[src/rtl/tocmc_pkg.sv]
// ----------------------------------------------------------------------------
// tocmc_pkg
// Shared types, constants and the distance table for the tour crossover block.
// ----------------------------------------------------------------------------
`default_nettype none

package tocmc_pkg;

    localparam int CITY_BITS      = 3;
    localparam int NUM_CODES      = 1 << CITY_BITS;
    localparam int NUM_CITIES_DEF = 6;
    localparam int COST_BITS      = 8;
    localparam int DIST_BITS      = 6;
    localparam int DIST_MAX       = 40;

    typedef logic [CITY_BITS-1:0] t_city;
    typedef logic [DIST_BITS-1:0] t_dist;
    typedef logic [COST_BITS-1:0] t_cost;

    localparam t_cost COST_MAX = {COST_BITS{1'b1}};

    // pipeline control handed to each stage group
    typedef struct packed {
        logic en;
        logic vld;
    } t_pipe_ctl;

    // padded to every city code, unknown cities cost nothing
    localparam t_dist DIST_ROM [NUM_CODES][NUM_CODES] = '{
        '{6'd0,  6'd10, 6'd15, 6'd20, 6'd25, 6'd30, 6'd0, 6'd0},
        '{6'd10, 6'd0,  6'd35, 6'd25, 6'd15, 6'd5,  6'd0, 6'd0},
        '{6'd15, 6'd35, 6'd0,  6'd30, 6'd20, 6'd10, 6'd0, 6'd0},
        '{6'd20, 6'd25, 6'd30, 6'd0,  6'd5,  6'd10, 6'd0, 6'd0},
        '{6'd25, 6'd15, 6'd20, 6'd5,  6'd0,  6'd40, 6'd0, 6'd0},
        '{6'd30, 6'd5,  6'd10, 6'd10, 6'd40, 6'd0,  6'd0, 6'd0},
        '{6'd0,  6'd0,  6'd0,  6'd0,  6'd0,  6'd0,  6'd0, 6'd0},
        '{6'd0,  6'd0,  6'd0,  6'd0,  6'd0,  6'd0,  6'd0, 6'd0}
    };

endpackage

`default_nettype wire

[src/rtl/tour_order_crossover_mutate_cost_top.sv]
// ----------------------------------------------------------------------------
// tour_order_crossover_mutate_cost_top
// Order crossover of two parent tours, optional swap mutation and open-path
// cost over the distance table.
//
//   channel  direction  handshake           payload
//   input    in         i_valid / o_stall   mother, father, cut, mutate, swaps
//   output   out        o_valid / i_stall   child tour, tour cost
//
// five register stages: select, assemble, swap, hop lookup, sum
// one transfer per cycle while the output is not stalled
// reset clears the stage valid bits only
// a stalled output holds the whole pipeline; o_stall follows it in the same cycle
// ----------------------------------------------------------------------------
`default_nettype none

module tour_order_crossover_mutate_cost_top #(
    parameter int NUM_CITIES = tocmc_pkg::NUM_CITIES_DEF,
    localparam int TW = NUM_CITIES * tocmc_pkg::CITY_BITS,
    localparam int CW = $clog2(NUM_CITIES + 1),
    localparam int IW = (NUM_CITIES > 1) ? $clog2(NUM_CITIES) : 1
) (
    input  wire                             i_clk,
    input  wire                             i_rst_n,
    input  wire                             i_valid,
    output logic                            o_stall,
    input  wire  [TW-1:0]                   i_mother_tour,
    input  wire  [TW-1:0]                   i_father_tour,
    input  wire  [tocmc_pkg::CITY_BITS-1:0] i_cut_point,
    input  wire                             i_do_mutate,
    input  wire  [tocmc_pkg::CITY_BITS-1:0] i_swap_first,
    input  wire  [tocmc_pkg::CITY_BITS-1:0] i_swap_second,
    output logic                            o_valid,
    input  wire                             i_stall,
    output logic [TW-1:0]                   o_child_tour,
    output logic [tocmc_pkg::COST_BITS-1:0] o_tour_cost
);

    logic                  en;
    tocmc_pkg::t_pipe_ctl  ctl_sel;
    tocmc_pkg::t_pipe_ctl  ctl_asm;
    tocmc_pkg::t_pipe_ctl  ctl_cost;

    logic                  s1_vld;
    logic [TW-1:0]         s1_mother;
    logic [TW-1:0]         s1_father;
    logic [CW-1:0]         s1_cut;
    logic [NUM_CITIES-1:0] s1_cand;
    logic                  s1_do_swap;
    logic [IW-1:0]         s1_swap_a;
    logic [IW-1:0]         s1_swap_b;
    logic                  s3_vld;
    logic [TW-1:0]         s3_child;
    logic                  out_vld;

    assign en       = !(out_vld && i_stall);
    assign o_stall  = out_vld && i_stall;
    assign o_valid  = out_vld;
    assign ctl_sel  = '{en: en, vld: i_valid};
    assign ctl_asm  = '{en: en, vld: s1_vld};
    assign ctl_cost = '{en: en, vld: s3_vld};

    tocmc_select #(
        .NUM_CITIES (NUM_CITIES)
    ) u_select (
        .i_clk         (i_clk),
        .i_rst_n       (i_rst_n),
        .i_ctl         (ctl_sel),
        .i_mother_tour (i_mother_tour),
        .i_father_tour (i_father_tour),
        .i_cut_point   (i_cut_point),
        .i_do_mutate   (i_do_mutate),
        .i_swap_first  (i_swap_first),
        .i_swap_second (i_swap_second),
        .o_valid       (s1_vld),
        .o_mother_tour (s1_mother),
        .o_father_tour (s1_father),
        .o_cut         (s1_cut),
        .o_cand        (s1_cand),
        .o_do_swap     (s1_do_swap),
        .o_swap_a      (s1_swap_a),
        .o_swap_b      (s1_swap_b)
    );

    tocmc_assemble #(
        .NUM_CITIES (NUM_CITIES)
    ) u_assemble (
        .i_clk         (i_clk),
        .i_rst_n       (i_rst_n),
        .i_ctl         (ctl_asm),
        .i_mother_tour (s1_mother),
        .i_father_tour (s1_father),
        .i_cut         (s1_cut),
        .i_cand        (s1_cand),
        .i_do_swap     (s1_do_swap),
        .i_swap_a      (s1_swap_a),
        .i_swap_b      (s1_swap_b),
        .o_valid       (s3_vld),
        .o_child_tour  (s3_child)
    );

    tocmc_cost #(
        .NUM_CITIES (NUM_CITIES)
    ) u_cost (
        .i_clk        (i_clk),
        .i_rst_n      (i_rst_n),
        .i_ctl        (ctl_cost),
        .i_child_tour (s3_child),
        .o_valid      (out_vld),
        .o_child_tour (o_child_tour),
        .o_tour_cost  (o_tour_cost)
    );

    a_stall_needs_result: assert property (@(posedge i_clk) disable iff (!i_rst_n)
        o_stall |-> o_valid)
        else $error("input stalled with no result waiting");

endmodule

`default_nettype wire

[src/rtl/tocmc_select.sv]
// ----------------------------------------------------------------------------
// tocmc_select
// First stage: saturates the cut, marks the kept mother cities and flags the
// father cities that will be appended; checks the swap request.
// ----------------------------------------------------------------------------
`default_nettype none

module tocmc_select #(
    parameter int NUM_CITIES = tocmc_pkg::NUM_CITIES_DEF,
    localparam int TW = NUM_CITIES * tocmc_pkg::CITY_BITS,
    localparam int CW = $clog2(NUM_CITIES + 1),
    localparam int IW = (NUM_CITIES > 1) ? $clog2(NUM_CITIES) : 1
) (
    input  wire                                 i_clk,
    input  wire                                 i_rst_n,
    input  tocmc_pkg::t_pipe_ctl                i_ctl,
    input  wire  [TW-1:0]                       i_mother_tour,
    input  wire  [TW-1:0]                       i_father_tour,
    input  wire  [tocmc_pkg::CITY_BITS-1:0]     i_cut_point,
    input  wire                                 i_do_mutate,
    input  wire  [tocmc_pkg::CITY_BITS-1:0]     i_swap_first,
    input  wire  [tocmc_pkg::CITY_BITS-1:0]     i_swap_second,
    output logic                                o_valid,
    output logic [TW-1:0]                       o_mother_tour,
    output logic [TW-1:0]                       o_father_tour,
    output logic [CW-1:0]                       o_cut,
    output logic [NUM_CITIES-1:0]               o_cand,
    output logic                                o_do_swap,
    output logic [IW-1:0]                       o_swap_a,
    output logic [IW-1:0]                       o_swap_b
);

    logic [CW-1:0]                   n_cut;
    logic [tocmc_pkg::NUM_CODES-1:0] mom_used;
    logic [NUM_CITIES-1:0]           n_cand;
    logic                            n_do_swap;
    tocmc_pkg::t_city                mc [NUM_CITIES];
    tocmc_pkg::t_city                fc [NUM_CITIES];

    logic                  r_vld;
    logic [TW-1:0]         r_mother;
    logic [TW-1:0]         r_father;
    logic [CW-1:0]         r_cut;
    logic [NUM_CITIES-1:0] r_cand;
    logic                  r_do_swap;
    logic [IW-1:0]         r_swap_a;
    logic [IW-1:0]         r_swap_b;

    always_comb begin
        for (int p = 0; p < NUM_CITIES; p++) begin
            mc[p] = i_mother_tour[p*tocmc_pkg::CITY_BITS +: tocmc_pkg::CITY_BITS];
            fc[p] = i_father_tour[p*tocmc_pkg::CITY_BITS +: tocmc_pkg::CITY_BITS];
        end
        if (int'(i_cut_point) > NUM_CITIES) begin
            n_cut = CW'(NUM_CITIES);
        end else begin
            n_cut = CW'(i_cut_point);
        end
        mom_used = '0;
        for (int p = 0; p < NUM_CITIES; p++) begin
            if (CW'(p) < n_cut) begin
                mom_used[mc[p]] = 1'b1;
            end
        end
        // a father city is appended once, and only if the mother prefix lacks it
        for (int i = 0; i < NUM_CITIES; i++) begin
            n_cand[i] = !mom_used[fc[i]];
            for (int j = 0; j < i; j++) begin
                if (fc[j] == fc[i]) begin
                    n_cand[i] = 1'b0;
                end
            end
        end
        n_do_swap = i_do_mutate && (i_swap_first != i_swap_second)
                    && (int'(i_swap_first) < NUM_CITIES)
                    && (int'(i_swap_second) < NUM_CITIES);
    end

    always_ff @(posedge i_clk) begin
        if (!i_rst_n) begin
            r_vld <= 1'b0;
        end else if (i_ctl.en) begin
            r_vld <= i_ctl.vld;
        end
    end

    always_ff @(posedge i_clk) begin
        if (i_ctl.en) begin
            r_mother  <= i_mother_tour;
            r_father  <= i_father_tour;
            r_cut     <= n_cut;
            r_cand    <= n_cand;
            r_do_swap <= n_do_swap;
            r_swap_a  <= IW'(i_swap_first);
            r_swap_b  <= IW'(i_swap_second);
        end
    end

    assign o_valid       = r_vld;
    assign o_mother_tour = r_mother;
    assign o_father_tour = r_father;
    assign o_cut         = r_cut;
    assign o_cand        = r_cand;
    assign o_do_swap     = r_do_swap;
    assign o_swap_a      = r_swap_a;
    assign o_swap_b      = r_swap_b;

    a_enter: assert property (@(posedge i_clk) disable iff (!i_rst_n)
        (i_ctl.en && i_ctl.vld) |=> r_vld)
        else $error("accepted item did not enter first stage");

    a_freeze: assert property (@(posedge i_clk) disable iff (!i_rst_n)
        !i_ctl.en |=> $stable(r_vld) && $stable(r_cand))
        else $error("first stage moved while frozen");

endmodule

`default_nettype wire

[src/rtl/tocmc_assemble.sv]
// ----------------------------------------------------------------------------
// tocmc_assemble
// Second and third stages: places kept and appended cities into the child,
// then applies the swap mutation.
// ----------------------------------------------------------------------------
`default_nettype none

module tocmc_assemble #(
    parameter int NUM_CITIES = tocmc_pkg::NUM_CITIES_DEF,
    localparam int TW = NUM_CITIES * tocmc_pkg::CITY_BITS,
    localparam int CW = $clog2(NUM_CITIES + 1),
    localparam int PW = CW + 1,
    localparam int IW = (NUM_CITIES > 1) ? $clog2(NUM_CITIES) : 1
) (
    input  wire                   i_clk,
    input  wire                   i_rst_n,
    input  tocmc_pkg::t_pipe_ctl  i_ctl,
    input  wire  [TW-1:0]         i_mother_tour,
    input  wire  [TW-1:0]         i_father_tour,
    input  wire  [CW-1:0]         i_cut,
    input  wire  [NUM_CITIES-1:0] i_cand,
    input  wire                   i_do_swap,
    input  wire  [IW-1:0]         i_swap_a,
    input  wire  [IW-1:0]         i_swap_b,
    output logic                  o_valid,
    output logic [TW-1:0]         o_child_tour
);

    tocmc_pkg::t_city mc [NUM_CITIES];
    tocmc_pkg::t_city fc [NUM_CITIES];
    logic [CW-1:0]    rank [NUM_CITIES];
    logic [PW-1:0]    slot [NUM_CITIES];
    logic [TW-1:0]    n_child2;
    logic [TW-1:0]    n_child3;

    logic             r_vld2;
    logic [TW-1:0]    r_child2;
    logic             r_do_swap2;
    logic [IW-1:0]    r_swap_a2;
    logic [IW-1:0]    r_swap_b2;
    logic             r_vld3;
    logic [TW-1:0]    r_child3;

    always_comb begin
        for (int p = 0; p < NUM_CITIES; p++) begin
            mc[p] = i_mother_tour[p*tocmc_pkg::CITY_BITS +: tocmc_pkg::CITY_BITS];
            fc[p] = i_father_tour[p*tocmc_pkg::CITY_BITS +: tocmc_pkg::CITY_BITS];
        end
        // appended order follows the father, packed after the cut
        rank[0] = '0;
        for (int i = 1; i < NUM_CITIES; i++) begin
            rank[i] = rank[i-1] + CW'(i_cand[i-1]);
        end
        for (int i = 0; i < NUM_CITIES; i++) begin
            slot[i] = PW'(i_cut) + PW'(rank[i]);
        end
        n_child2 = '0;
        for (int p = 0; p < NUM_CITIES; p++) begin
            if (CW'(p) < i_cut) begin
                n_child2[p*tocmc_pkg::CITY_BITS +: tocmc_pkg::CITY_BITS] = mc[p];
            end else begin
                for (int i = 0; i < NUM_CITIES; i++) begin
                    if (i_cand[i] && (slot[i] == PW'(p))) begin
                        n_child2[p*tocmc_pkg::CITY_BITS +: tocmc_pkg::CITY_BITS] = fc[i];
                    end
                end
            end
        end
    end

    always_comb begin
        n_child3 = r_child2;
        if (r_do_swap2) begin
            n_child3[r_swap_a2*tocmc_pkg::CITY_BITS +: tocmc_pkg::CITY_BITS] =
                r_child2[r_swap_b2*tocmc_pkg::CITY_BITS +: tocmc_pkg::CITY_BITS];
            n_child3[r_swap_b2*tocmc_pkg::CITY_BITS +: tocmc_pkg::CITY_BITS] =
                r_child2[r_swap_a2*tocmc_pkg::CITY_BITS +: tocmc_pkg::CITY_BITS];
        end
    end

    always_ff @(posedge i_clk) begin
        if (!i_rst_n) begin
            r_vld2 <= 1'b0;
            r_vld3 <= 1'b0;
        end else if (i_ctl.en) begin
            r_vld2 <= i_ctl.vld;
            r_vld3 <= r_vld2;
        end
    end

    always_ff @(posedge i_clk) begin
        if (i_ctl.en) begin
            r_child2   <= n_child2;
            r_do_swap2 <= i_do_swap;
            r_swap_a2  <= i_swap_a;
            r_swap_b2  <= i_swap_b;
            r_child3   <= n_child3;
        end
    end

    assign o_valid      = r_vld3;
    assign o_child_tour = r_child3;

    a_no_swap: assert property (@(posedge i_clk) disable iff (!i_rst_n)
        (i_ctl.en && r_vld2 && !r_do_swap2) |=> (r_child3 == $past(r_child2)))
        else $error("child changed without a swap request");

endmodule

`default_nettype wire

[src/rtl/tocmc_cost.sv]
// ----------------------------------------------------------------------------
// tocmc_cost
// Fourth and fifth stages: looks up the hop distances, then sums them with
// saturation into the output register.
// ----------------------------------------------------------------------------
`default_nettype none

module tocmc_cost #(
    parameter int NUM_CITIES = tocmc_pkg::NUM_CITIES_DEF,
    localparam int TW = NUM_CITIES * tocmc_pkg::CITY_BITS,
    localparam int HOPS = NUM_CITIES - 1,
    localparam int SW = $clog2(HOPS * tocmc_pkg::DIST_MAX + 1)
) (
    input  wire                    i_clk,
    input  wire                    i_rst_n,
    input  tocmc_pkg::t_pipe_ctl   i_ctl,
    input  wire  [TW-1:0]          i_child_tour,
    output logic                   o_valid,
    output logic [TW-1:0]          o_child_tour,
    output tocmc_pkg::t_cost       o_tour_cost
);

    tocmc_pkg::t_city  cc [NUM_CITIES];
    tocmc_pkg::t_dist  n_hop [HOPS];
    logic [SW-1:0]     sum;
    tocmc_pkg::t_cost  n_cost;

    logic              r_vld4;
    logic [TW-1:0]     r_child4;
    tocmc_pkg::t_dist  r_hop [HOPS];
    logic              r_vld5;
    logic [TW-1:0]     r_child5;
    tocmc_pkg::t_cost  r_cost5;

    always_comb begin
        for (int p = 0; p < NUM_CITIES; p++) begin
            cc[p] = i_child_tour[p*tocmc_pkg::CITY_BITS +: tocmc_pkg::CITY_BITS];
        end
        for (int h = 0; h < HOPS; h++) begin
            n_hop[h] = tocmc_pkg::DIST_ROM[cc[h]][cc[h+1]];
        end
    end

    always_comb begin
        sum = '0;
        for (int h = 0; h < HOPS; h++) begin
            sum = sum + SW'(r_hop[h]);
        end
        if (int'(sum) > int'(tocmc_pkg::COST_MAX)) begin
            n_cost = tocmc_pkg::COST_MAX;
        end else begin
            n_cost = tocmc_pkg::COST_BITS'(sum);
        end
    end

    always_ff @(posedge i_clk) begin
        if (!i_rst_n) begin
            r_vld4 <= 1'b0;
            r_vld5 <= 1'b0;
        end else if (i_ctl.en) begin
            r_vld4 <= i_ctl.vld;
            r_vld5 <= r_vld4;
        end
    end

    always_ff @(posedge i_clk) begin
        if (i_ctl.en) begin
            r_child4 <= i_child_tour;
            r_hop    <= n_hop;
            r_child5 <= r_child4;
            r_cost5  <= n_cost;
        end
    end

    assign o_valid      = r_vld5;
    assign o_child_tour = r_child5;
    assign o_tour_cost  = r_cost5;

endmodule

`default_nettype wire
[config.mk]
export PLATFORM = sky130hd
export DESIGN_NAME = tour_order_crossover_mutate_cost_top
export DESIGN_NICKNAME = d
export VERILOG_FILES = /design/src/rtl/tocmc_pkg.sv /design/src/rtl/tour_order_crossover_mutate_cost_top.sv /design/src/rtl/tocmc_select.sv /design/src/rtl/tocmc_assemble.sv /design/src/rtl/tocmc_cost.sv
export SDC_FILE = /design/constraint.sdc
export NUM_CORES = 1
export LEC_CHECK = 0
export ABC_AREA = 0
export CAP_MARGIN = 20
export CORE_UTILIZATION = 25
export DETAILED_ROUTE_END_ITERATION = 6
export DONT_BUFFER_PORTS = 1
export GPL_TIMING_DRIVEN = 0
export MAX_ROUTING_LAYER = met4
export PLACE_DENSITY = 0.45
export SYNTH_ARGS = -nofsm -noshare
export SYNTH_HDL_FRONTEND = slang
export SYNTH_SLANG_ARGS = --single-unit
[constraint.sdc]
create_clock -name i_clk -period 11.29 [get_ports i_clk]
set_input_delay 1.6935 -clock i_clk [delete_from_list [all_inputs] [get_ports i_clk]]
set_output_delay 1.6935 -clock i_clk [all_outputs]
set_load 0.1 [all_outputs]
## Yosys cells after proc, flatten, opt, wreduce, memory -nomap -nowiden

Memories as Yosys holds them, arrays and structs flattened.
Cells that the tools add are included.

- Input port bits: 50
- Memories: 5
- Memory bits (read-only): 1920
- Flip-flop bits (word level): 174
- Output and inout bits: 28
- Word-level logic and storage cells: 317

Memories:

| memory | words | bits a word | read ports | clocked after Yosys merged registers in | write ports | line | text |
|---|---|---|---|---|---|---|---|
| (name not given) | 8 | 48 | 1 | 0 | 0 | tocmc_cost.sv:40 | `n_hop[h] = tocmc_pkg::DIST_ROM[cc[h]][cc[h+1]];` |
| (name not given) | 8 | 48 | 1 | 0 | 0 | tocmc_cost.sv:40 |  |
| (name not given) | 8 | 48 | 1 | 0 | 0 | tocmc_cost.sv:40 |  |
| (name not given) | 8 | 48 | 1 | 0 | 0 | tocmc_cost.sv:40 |  |
| (name not given) | 8 | 48 | 1 | 0 | 0 | tocmc_cost.sv:40 |  |

- Reduce and logical (&&, ||, !) cells: 62
- Bitwise gates (word level): 11
- Shifts and indexed selects: 6
- Muxes and demuxes: 101
- Eq/ne operators: 46
- Order comparisons: 39
- Add/subtract/negate cells: 15
- Multiply operators: 2

Operators by type and width:

| cell | count |
|---|---|
| $mux W48 | 10 |
| $mux W3 | 43 |
| $bmux W6 S3 | 5 |
| $neg A5 Y34 | 2 |
| $shift A3 B34 Y18 const A | 2 |
| $shiftx A3 B34 Y18 | 2 |
| $mux W6 | 10 |
| $lt A3 B4 Y1 const B | 12 |
| $mux W8 | 6 |
| $logic_and A1 B1 Y1 | 46 |
| $eq A3 B3 Y1 | 15 |
| $eq A4 B2 Y1 const B | 10 |
| $eq A4 B3 Y1 const B | 10 |
| $or A8 B8 Y8 | 5 |
| $bwmux W18 | 2 |
| $shiftx A18 B6 Y3 | 2 |
| $add A8 B6 Y8 | 3 |
| $ge A4 B4 Y1 const B | 6 |
| $logic_not A4 Y1 | 6 |
| $not A3 Y4 | 6 |
| $eq A4 B1 Y1 const B | 5 |
| $bmux W1 S3 | 6 |
| $demux W1 S3 | 6 |
| $ge A3 B1 Y1 const B | 6 |
| other kinds (22) | 56 |

## Depth between registers and ports, before layout

Gate-level depths: netlist (run 1).

- Depth after elaboration: 18
- Mapped depth: 16
- Mapped depth without buffers: 16

## Modules after synthesis

A second synthesis (run 1) with hierarchy kept.

- Cell total of the unflattened synthesis: 1386
- Area total of the unflattened synthesis: 13501.7 um^2

By module, submodules not included:

| module | cells each | seq. area each (um^2) | instances | area each (um^2) |
|---|---|---|---|---|
| tocmc_cost | 547 | 2262.2 | 1 | 5570.3 |
| tocmc_assemble | 524 | 1331.3 | 1 | 4601.9 |
| tocmc_select | 313 | 1581.5 | 1 | 3319.4 |
| tour_order_crossover_mutate_cost_top | 2 | 0.0 | 1 | 10.0 |

## Least setup slack after synthesis (run 1)

Ideal clock, no wire load.

- Kind: in2out
- Start: in i_stall
- End: out o_stall
- Arrival: 7.398 ns
- Buffers on the path: 0
- Cell stages on the path: 2
- Slack: 2.198 ns
- Cell sequence: nand2_1 > inv_1

- Longest elaborated chain between the ends: 1

Ends and longest elaborated chain:

| what | line | text |
|---|---|---|
| start: declaration | tour_order_crossover_mutate_cost_top.sv:34 | `input wire i_stall,` |
| $logic_and A1 B1 Y1 | tour_order_crossover_mutate_cost_top.sv:57 | `assign o_stall = out_vld && i_stall;` |
| end: declaration | tour_order_crossover_mutate_cost_top.sv:26 | `output logic o_stall,` |

No other way between the ends.

## Worst setup path in the final report (run 1)

- Start: reg u_select.r_cand[0] (netlist: u_select.o_cand[0])
- End: reg u_assemble.r_child2[6], data pin

- Longest elaborated chain between the ends: 9
- Elaborated cells between the ends (all ways): 27
- Classes of those cells: 9 x add/sub; 5 x eq/ne; 7 x mux; 6 x reduce/logical

Ends and longest elaborated chain:

| what | line | text |
|---|---|---|
| start: declaration | tocmc_select.sv:44 | `logic [NUM_CITIES-1:0] r_cand;` |
| start signal: assignment | tocmc_select.sv:92 | `r_cand <= n_cand;` |
| $add A1 B1 Y2 / $add A3 B1 Y4 (equally long branches) | tocmc_assemble.sv:52, tocmc_assemble.sv:55 |  |
| $add A3 B1 Y3, or another cell as far along (3 in series) | tocmc_assemble.sv:52 | `rank[i] = rank[i-1] + CW'(i_cand[i-1]);` |
| $add A3 B3 Y4, or another cell as far along | tocmc_assemble.sv:55 | `slot[i] = PW'(i_cut) + PW'(rank[i]);` |
| $eq A4 B2 Y1, or another cell as far along | tocmc_assemble.sv:63 | `if (i_cand[i] && (slot[i] == PW'(p))) begin` |
| $logic_and A1 B1 Y1 / $mux W3 (equally long branches) | tocmc_assemble.sv:63 |  |
| $mux W3 * | tocmc_assemble.sv:63 |  |
| $mux W3 * | tocmc_assemble.sv:59 | `if (CW'(p) < i_cut) begin` |
| via u_assemble.n_child2[6] | tocmc_assemble.sv:33 | `logic [TW-1:0] n_child2;` |
| end signal: assignment | tocmc_assemble.sv:93 | `r_child2 <= n_child2;` |
| end: declaration | tocmc_assemble.sv:37 | `logic [TW-1:0] r_child2;` |

The timed path passes the listed nets; every way through them passes the cells marked *.
A chain may end at the register's enable or synchronous reset.

==> reports/metrics.cfg, run 1 <==
[cts]
clk_pin_slew_ns = 0.08
cts.sinks = 174
root_buffer = clkbuf_16
clk_latency_ns = 0.49
cts_tree = done
postCtsSetupRepairBufs = 0
post_cts_resized = 0
ctsLongestPathBuffers = 2
holdBufCountCts = 0
cts_buffers = 17
htreeDepth = 4

[sta]
hold_viol = 0
min_period_ns = 4.84
holdWs_ns = 0.416
setup_violations = 0
worstMarginPinSlew_ns = 1.02
clock_skew_ns = 0.0170
slew_headroom_pct = 32.0
timing.final.ws_setup_ns = 6.45
fin_tns_setup_ns = 0
rsz0062_at_grt = no
slew_violations = 0
min_period_over_period_pct = 42.9
fmax_mhz = 207

[critical_path]
worstSetupEndpointType = register
cp-start-kind = register
path_cells = inv_1 > fa_1 > inv_1 > ha_1 > inv_1 > fa_1 > inv_1 > ha_1 > inv_1 > fa_1 > nor3b_1 > a31oi_1 > nor3_1 > or3_1 > a211o_1 > nand4_1
cp_slowest_stage_delay_ns = 0.54
critical-path-top-delay-family = adder cells
path_buf_inv = 5
cp.required_ns = 11.62
cpMostUsedCell = inv_1
worstPathArrival_ns = 5.17
critPathSlowestCell = fa_1
crit_type = register to register
path_max_fanout = 7

[die]
io_pins = 78
rows = 83
die-height_um = 232
start_util_pct = 25.5
core_area_mm2 = 0.0517
dieArea_mm2 = 0.0536
chipWidth_um = 232

[drt]
top_layer = met4
vias_per_cell = 5.15
met3_length_um = 1990
drt-met1-wl_um = 16800
wl_per_cell_um = 18.7
drt_iter0_drc = 819
firstDrtPassIters = 7
via_count = 10800
ant_nets = 0
totalWireLength_um = 39400
wl_met2_um = 19400
post-route-drc-count = 2

[global_routing]
grt_pass1_wl_um = 61700
grt_use_total_pct = 15.4
antenna_found_initial = 0
overflow = 0
grt_pass1_vias = 10600
grt_max_degree = 68

[placement]
place_congestion = 0.925
place_ws_ns = 6.45
place_area_mm2 = 0.0141
dp_hpwl_um = 30500
dp.cells = 2069
port-buffer-count = 0

[logic_synthesis]
syn_inst = 1387
ys_seq_area_share_pct = 39.3
syn_avg_cell_area_um2 = 9.50
synth_edf_count = 169
async_flop_share_pct = 0
ys.flop_type = edfxtp_1
syn-cell-area_mm2 = 0.0132
syn_nets = 1526
synth_seq_cells = 174
ys_types = 87
synthesis.yosys.warnings = 0

[layout]
final_cells = 2101
final_layout_size_suffix_gt1_share_pct = 5.70
fillCellCount = 5462
utilization_pct = 28.4
diodes = 0
synthToLayoutAreaGrowth_pct = 11.3
fin_nets = 1547
final_area_mm2 = 0.0147

[worst_hold_path]
hp-class = register to register

[flow_run]
cap_violations = 0

[run_status]
violations = DRC
outcome = finished with violations

[power_and_ir_drop]
total_power_mw = 3.56
power.density_mw_per_mm2 = 243
ir_drop_v = 0.000143
p_leak_nw = 5.42

## final timing paths
path,startpoint,cells after the start,endpoint,slack (ns)
max,u_select.o_cand[0],16,u_assemble.r_child2[6],6.45
min,u_select.o_swap_a[0],0,u_assemble.r_swap_a2[0],0.42
max reg2reg,u_select.o_cand[0],16,u_assemble.r_child2[6],6.45
min reg2reg,u_select.o_swap_a[0],0,u_assemble.r_swap_a2[0],0.42
## power by group
group,internal [mW],switching [mW]
clock network,0.293,0.294
logic,0.682,0.991
registers,0.957,0.345
total,1.93,1.63
## logic make-up after synthesis
logic type | synth area share, %
compound gates | 20.2
xor+xnor | 4.25
fa+ha+maj | 9.53
buf+inv | 5.08
flops | 39.3
mux | 4.79
simple gates | 16.9
## cells in the final DEF, fill, tap and decap left out, types with 34 or more instances in the layout
cell        n
nor3_1     52
o21ai_0    67
edfxtp_1  169
ha_1       70
xnor2_1    34
mux2i_1    35
nand2_1   111
a21oi_1    90
nor2_1    110
clkbuf_1   54
inv_1      93
## worst reg2reg max path: stages, from the launching register on
cell and delay (ns):
edfxtp_1 0.48, inv_1 0.22, fa_1 0.42, inv_1 0.09, ha_1 0.14, inv_1 0.05, fa_1 0.54, inv_1 0.11
ha_1 0.32, inv_1 0.06, fa_1 0.45, nor3b_1 0.18, a31oi_1 0.52, nor3_1 0.20, or3_1 0.48, a211o_1 0.29
nand4_1 0.15
## sequential cells by signal (all words and copies together), names as in the netlist, 6 cells and up
name,count
u_select.o_mother_tour,18
u_select.o_cand,6
u_cost.o_tour_cost,8
u_assemble.o_child_tour,18
u_select.o_father_tour,18
u_cost.r_hop,30
u_assemble.r_child2,18
u_cost.r_child4,18
u_cost.o_child_tour,18
## area by class of cell
type / count / area, µm² / area share, %
Sequential cell: 174 / 5170 / 35.3
Buffer: 76 / 309 / 2.11
Inverter: 96 / 360 / 2.46
Clock buffer: 17 / 425 / 2.90
Clock inverter: 15 / 149 / 1.02
Multi-Input combinational cell: 1041 / 7340 / 50.1
Timing Repair Buffer: 2 / 55.1 / 0.375
Tap cell: 680 / 851 / 5.80
## per-layer routing
metal / vias up / GRT usage (%)
met3: 69 / 3.21
met2: 343 / 25.7
met4: 0 / 6.23
li1: 5238 / -
met5: - / -
met1: 5175 / 18.1
## cell usage after synthesis (all sizes together) (33+ instances only)
cell    instances  area, µm²
a21oi          90        450
edfxtp        169       5070
nand2         112        420
mux2i          35        350
nor2          112        425
ha             70        876
o21ai          69        345
xnor2          34        298
nor3           53        270
clkbuf         54        203
o22ai          33        206
inv            94        353
No activity file was read; power rests on OpenSTA's default activity.
==> inputs of run 2 (changes only) <==
clock period = 4.65 ns   (was 11.29 ns; I/O delays follow)
==> reports/metrics.cfg, run 2 (synthesis results as in run 1) <==
[layout]
fillCellCount = 5440  ; was 5462
final_cells = 2100  ; was 2101
final_layout_size_suffix_gt1_share_pct = 6.06  ; was 5.70%
synthToLayoutAreaGrowth_pct = 11.4  ; was 11.3%
utilization_pct = 28.4  ; about the same
largest_reg_flops = 30  ; unchanged
fin_nets = 1546  ; was 1547
layout_commonest_cell = edfxtp_1  ; unchanged
final_cell_mix = 169 x edfxtp_1, 111 x nand2_1, 110 x nor2_1  ; unchanged
final_area_mm2 = 0.0147  ; about the same
diodes = 0  ; unchanged
top_register = u_cost.r_hop  ; unchanged

[cts]
cts_buffers = 17  ; unchanged
holdBufCountCts = 0  ; unchanged
cts.sinks = 174  ; unchanged
htreeDepth = 4  ; unchanged
clk_pin_slew_ns = 0.07  ; was 0.08 ns
root_buffer = clkbuf_16  ; unchanged
clk_latency_ns = 0.48  ; was 0.49 ns
cts_tree = done  ; unchanged
ctsLongestPathBuffers = 2  ; unchanged
postCtsSetupRepairBufs = 0  ; unchanged

[drt]
totalWireLength_um = 39200  ; was 39400 µm
drt_iter0_drc = 893  ; was 819
via_count = 10800  ; about the same
ant_nets = 0  ; unchanged
wl_per_cell_um = 18.6  ; was 18.7 µm
vias_per_cell = 5.16  ; was 5.15
post-route-drc-count = 0  ; was 2
firstDrtPassIters = 5  ; was 7

[global_routing]
antenna_found_initial = 0  ; unchanged
grt_max_degree = 105  ; was 68
overflow = 0  ; unchanged
grt_pass1_vias = 10500  ; was 10600
grt_use_total_pct = 15.3  ; was 15.4%
grt_pass1_wl_um = 60800  ; was 61700 µm

[sta]
clock_skew_ns = 0.0134  ; was 0.0170 ns
min_period_ns = 4.47  ; was 4.84 ns
fmax_mhz = 224  ; was 207 MHz
slew_headroom_pct = 25.9  ; was 32.0%
setup_violations = 0  ; unchanged
worstMarginPinSlew_ns = 1.11  ; was 1.02 ns
holdWs_ns = 0.311  ; was 0.416 ns
fin_tns_setup_ns = 0  ; unchanged
hold_viol = 0  ; unchanged
timing.final.ws_setup_ns = 0.180  ; was 6.45 ns
min_period_over_period_pct = 96.1  ; was 42.9%
slew_violations = 0  ; unchanged
rsz0062_at_grt = no  ; unchanged

[power_and_ir_drop]
ir_drop_v = 0.000351  ; was 0.000143 V
p_leak_nw = 5.40  ; was 5.42 nW
total_power_mw = 8.70  ; was 3.56 mW
power.density_mw_per_mm2 = 592  ; was 243 mW/mm²

[critical_path]
crit_type = register to register  ; unchanged
path_max_fanout = 7  ; unchanged
cp.required_ns = 4.98  ; was 11.62 ns
ff2ff_setup_slack_ns = 0.18  ; was 6.45 ns
worstSetupEndpointType = register  ; unchanged
cp-start-kind = register  ; unchanged
worstPathArrival_ns = 4.80  ; was 5.17 ns

[placement]
port-buffer-count = 0  ; unchanged
dp.cells = 2068  ; was 2069
place_congestion = 0.915  ; was 0.925
place_area_mm2 = 0.0141  ; about the same
dp_hpwl_um = 30300  ; was 30500 µm
place_ws_ns = -0.00354  ; was 6.45 ns

[run_status]
outcome = completed  ; was finished with violations

[die]
io_pins = 78  ; unchanged
start_util_pct = 25.5  ; unchanged
die-height_um = 232  ; unchanged
chipWidth_um = 232  ; unchanged
rows = 83  ; unchanged
dieArea_mm2 = 0.0536  ; unchanged
core_area_mm2 = 0.0517  ; unchanged

[worst_hold_path]
hp-class = input port to register  ; was register to register

[flow_run]
cap_violations = 0  ; unchanged

## run 2: power by group
part	internal [mW]	switching [mW]	total [mW]
registers	2.32	0.837	3.16
logic	1.68	2.42	4.10
clock network	0.757	0.688	1.44
total	4.76	3.95	8.70
## run 2: what timing repair did
action,in CTS,in global routing
hold endpoints to repair,0,0
resized for setup,2,5
endpoints found under the setup margin,2,10
pin swaps,0,0
## run 2: final cells by class
class / instances / area, µm² / area share, %
Sequential cell: 174 / 5170 / 35.2
Tap cell: 680 / 851 / 5.79
Inverter: 96 / 360 / 2.45
Clock buffer: 18 / 429 / 2.92
Multi-Input combinational cell: 1041 / 7390 / 50.3
Buffer: 76 / 309 / 2.10
Timing Repair Buffer: 1 / 27.5 / 0.187
Clock inverter: 14 / 151 / 1.03
## run 2: worst paths after layout
| path | start | to | cells after the start |
|---|---|---|---|
| setup / recovery | u_select.o_cand[0] | u_assemble.r_child2[6] | 16 |
| hold / removal | i_mother_tour[2] | u_select.o_mother_tour[2] | 0 |
| setup reg to reg | u_select.o_cand[0] | u_assemble.r_child2[6] | 16 |
| hold reg to reg | u_select.o_swap_a[0] | u_assemble.r_swap_a2[0] | 0 |
## run 2: metal layers
| layer | wire [µm] | global-route usage [%] | vias to the layer above | part of all wire (%) |
|---|---|---|---|---|
| met2 | 18800 | 24.7 | 345 | 48 |
| li1 | - | - | 5235 | - |
| met5 | 0 | - | - | 0 |
| met4 | 1530 | 7.52 | 0 | 3.9 |
| met1 | 16600 | 18.0 | 5176 | 42 |
| met3 | 2230 | 3.35 | 79 | 5.7 |
## run 2: critical path, cell delays in order, from the launching register on
cell	delay (ns)
edfxtp_1	0.47
inv_2	0.10
fa_1	0.47
inv_1	0.10
ha_1	0.15
inv_1	0.05
fa_1	0.49
inv_1	0.09
ha_1	0.32
inv_1	0.06
fa_1	0.44
nor3b_1	0.18
a31oi_2	0.37
nor3_1	0.16
or3_1	0.46
a211o_1	0.30
nand4_1	0.12
==> inputs of run 3 (changes only) <==
CAP_MARGIN = not set   (was 20)
CTS_BUF_LIST = sky130_fd_sc_hd__clkbuf_2   (was not set)
==> reports/metrics.cfg, run 3 (synthesis results as in run 1) <==
[run_status]
outcome = completed  ; unchanged

[critical_path]
rr_startpoint = u_select.o_cand[0]  ; unchanged
ff2ff_setup_slack_ns = 0.15  ; was 0.18 ns
cp.required_ns = 5.47  ; was 4.98 ns
worstPathArrival_ns = 5.33  ; was 4.80 ns
reg2regPathDepth = 16  ; unchanged
cp_slowest_stage_delay_ns = 0.52  ; was 0.49 ns
r2r_end = u_assemble.r_child2[6]  ; unchanged
crit_type = register to register  ; unchanged
path_max_fanout = 7  ; unchanged
critPathSlowestCell = fa_1  ; unchanged
path_cells = buf_4 > buf_4 > ha_1 > ha_1 > inv_1 > fa_1 > inv_1 > ha_1 > inv_1 > fa_1 > nor3b_1 > a31oi_2 > nor3_1 > or3_1 > a211o_1 > nand4_1  ; was inv_2 > fa_1 > inv_1 > ha_1 > inv_1 > fa_1 > inv_1 > ha_1 > inv_1 > fa_1 > nor3b_1 > a31oi_2 > nor3_1 > or3_1 > a211o_1 > nand4_1
cp-start-kind = register  ; unchanged
worstSetupEndpointType = register  ; unchanged

[power_and_ir_drop]
clock_power_share_pct = 10.3  ; was 16.6%
p_sw_mw = 3.90  ; was 3.95 mW
total_power_mw = 8.16  ; was 8.70 mW
p_comb_share_pct = 51.0  ; was 47.1%
ir_drop_v = 0.000351  ; about the same
power.density_mw_per_mm2 = 548  ; was 592 mW/mm²
p_sw_share_pct = 47.9  ; was 45.3%
p_leak_nw = 5.49  ; was 5.40 nW
power_frac_seq_pct = 38.6  ; was 36.3%
p_int_mw = 4.25  ; was 4.76 mW

[die]
rows = 83  ; unchanged
core_area_mm2 = 0.0517  ; unchanged
start_util_pct = 25.5  ; unchanged
die-height_um = 232  ; unchanged
chipWidth_um = 232  ; unchanged
io_pins = 78  ; unchanged
dieArea_mm2 = 0.0536  ; unchanged

[placement]
place_ws_ns = -0.00354  ; unchanged
place_area_mm2 = 0.0141  ; unchanged
dp_hpwl_um = 30300  ; unchanged
port-buffer-count = 0  ; unchanged
place_congestion = 0.915  ; unchanged

[global_routing]
antenna_found_initial = 1  ; was 0
grt_max_degree = 105  ; unchanged
grt_pass1_wl_um = 61900  ; was 60800 µm
grt_pass1_vias = 10800  ; was 10500
grt_use_total_pct = 15.6  ; was 15.3%
overflow = 0  ; unchanged

[sta]
fmax_mhz = 222  ; was 224 MHz
slew_headroom_pct = 36.4  ; was 25.9%
timing.final.ws_setup_ns = 0.146  ; was 0.180 ns
clock_skew_ns = 0.0718  ; was 0.0134 ns
slew_violations = 0  ; unchanged
min_period_over_period_pct = 96.9  ; was 96.1%
hold_viol = 0  ; unchanged
setup_violations = 0  ; unchanged
worstMarginPinSlew_ns = 0.953  ; was 1.11 ns
holdWs_ns = 0.204  ; was 0.311 ns
min_period_ns = 4.50  ; was 4.47 ns

[drt]
drt_iter0_drc = 874  ; was 893
totalWireLength_um = 39900  ; was 39200 µm
via_count = 11100  ; was 10800
post-route-drc-count = 0  ; unchanged
wl_per_cell_um = 18.5  ; was 18.6 µm
firstDrtPassIters = 5  ; unchanged
ant_nets = 0  ; unchanged
vias_per_cell = 5.17  ; was 5.16

[layout]
regArea_mm2 = 0.00518  ; was 0.00517 mm²
fillCellCount = 5457  ; was 5440
fin_nets = 1600  ; was 1546
final_layout_size_suffix_gt1_share_pct = 6.38  ; was 6.06%
synthToLayoutAreaGrowth_pct = 12.9  ; was 11.4%
multi_input_area_mm2 = 0.00739  ; about the same
final_area_mm2 = 0.0149  ; was 0.0147 mm²
top_register = u_cost.r_hop  ; unchanged
final_cell_mix = 169 x edfxtp_1, 111 x nand2_1, 109 x nor2_1  ; was 169 x edfxtp_1, 111 x nand2_1, 110 x nor2_1
layout_commonest_cell = edfxtp_1  ; unchanged
largest_reg_flops = 30  ; unchanged

[cts]
cts.sinks = 174  ; unchanged
cts_buffers = 17  ; unchanged
cts_tree = done  ; unchanged
clk_latency_ns = 1.01  ; was 0.48 ns
clk_pin_slew_ns = 0.25  ; was 0.07 ns
root_buffer = clkbuf_2  ; was clkbuf_16
htreeDepth = 4  ; unchanged
ctsLongestPathBuffers = 2  ; unchanged

[worst_hold_path]
worstHoldPathCells = 4  ; was 0
holdPathEnd = u_select.o_do_swap  ; was u_select.o_mother_tour[2]
hp-class = input port to register  ; unchanged
hold_path.startpoint = i_swap_second[2]  ; was i_mother_tour[2]

[flow_run]
cap_violations = 0  ; unchanged

-- run 3: repair_timing --
item,4_1_cts,5_1_grt
hold buffers,49,0
buffers inserted,0,5
setup endpoints to repair,4,10
endpoints found under the hold margin,51,0
resized for setup,4,5
-- run 3: critical path: cells and delay by family, from the launching register on --
kind                     cells  cell delay [ns]
flip-flops                   1             0.51
adder cells (fa/ha/maj)      5             1.75
buffers and inverters        5             0.50
AND/OR/NAND/NOR              4             0.93
AO/OA/AOI/OAI                2             0.68
-- run 3: final cells by class --
type                       count  share of cell area [%]
antenna                        2                  0.0336
buffer                        76                    2.08
clock buffer                  18                   0.605
clock inverter                14                    1.02
inverter                      96                    2.42
multi-input combinational   1041                    49.6
sequential                   174                    34.8
tap                          680                    5.71
timing repair buffer          55                    3.73
-- run 3: power by group through the flow --
| stage | logic, mW | clock network [mW] | registers [mW] |
|---|---|---|---|
| final | 4.16 | 0.844 | 3.15 |
| after global routing | 4.74 | 0.950 | 3.21 |
| after CTS | 4.16 | 0.908 | 3.16 |
| after detailed placement | 4.08 | 0 | 3.20 |
| after global placement | 4.04 | 0 | 3.20 |
| after floorplan | 3.17 | 0 | 3.07 |
-- run 3: per-stage QoR --
stage          setup TNS, ns  cells  utilization [%]
6_report                   0   2156             28.8
5_1_grt              -0.0169   2156             28.8
4_1_cts                    0   2149             28.7
3_5_place_dp        -0.00354   2068             27.2
3_3_place_gp               0   2067             27.1
2_1_floorplan              0   1387                -
-- run 3: metal layers --
layer | global-route usage [%] | up-vias | share of wire, %
met2 | 25.1 | 385 | 48
met4 | 8.37 | 0 | 4.2
li1 | - | 5346 | -
met1 | 18.3 | 5322 | 43
met3 | 3.03 | 83 | 5.3
met5 | - | - | 0
-- run 3: worst max path at each step --
stage                     cells past startpoint          startpoint                       to  slack (ns)
after global routing                         16  u_select.o_cand[1]   u_assemble.r_child2[6]       -0.02
after floorplan                              16  u_select.o_cand[0]   u_assemble.r_child2[9]        0.67
final                                        16  u_select.o_cand[0]   u_assemble.r_child2[6]        0.15
after detailed placement                     16  u_select.o_cand[0]  u_assemble.r_child2[12]      -0.004
after CTS                                    16  u_select.o_cand[0]  u_assemble.r_child2[11]        0.06
after global placement                       16  u_select.o_cand[0]   u_assemble.r_child2[0]        0.03
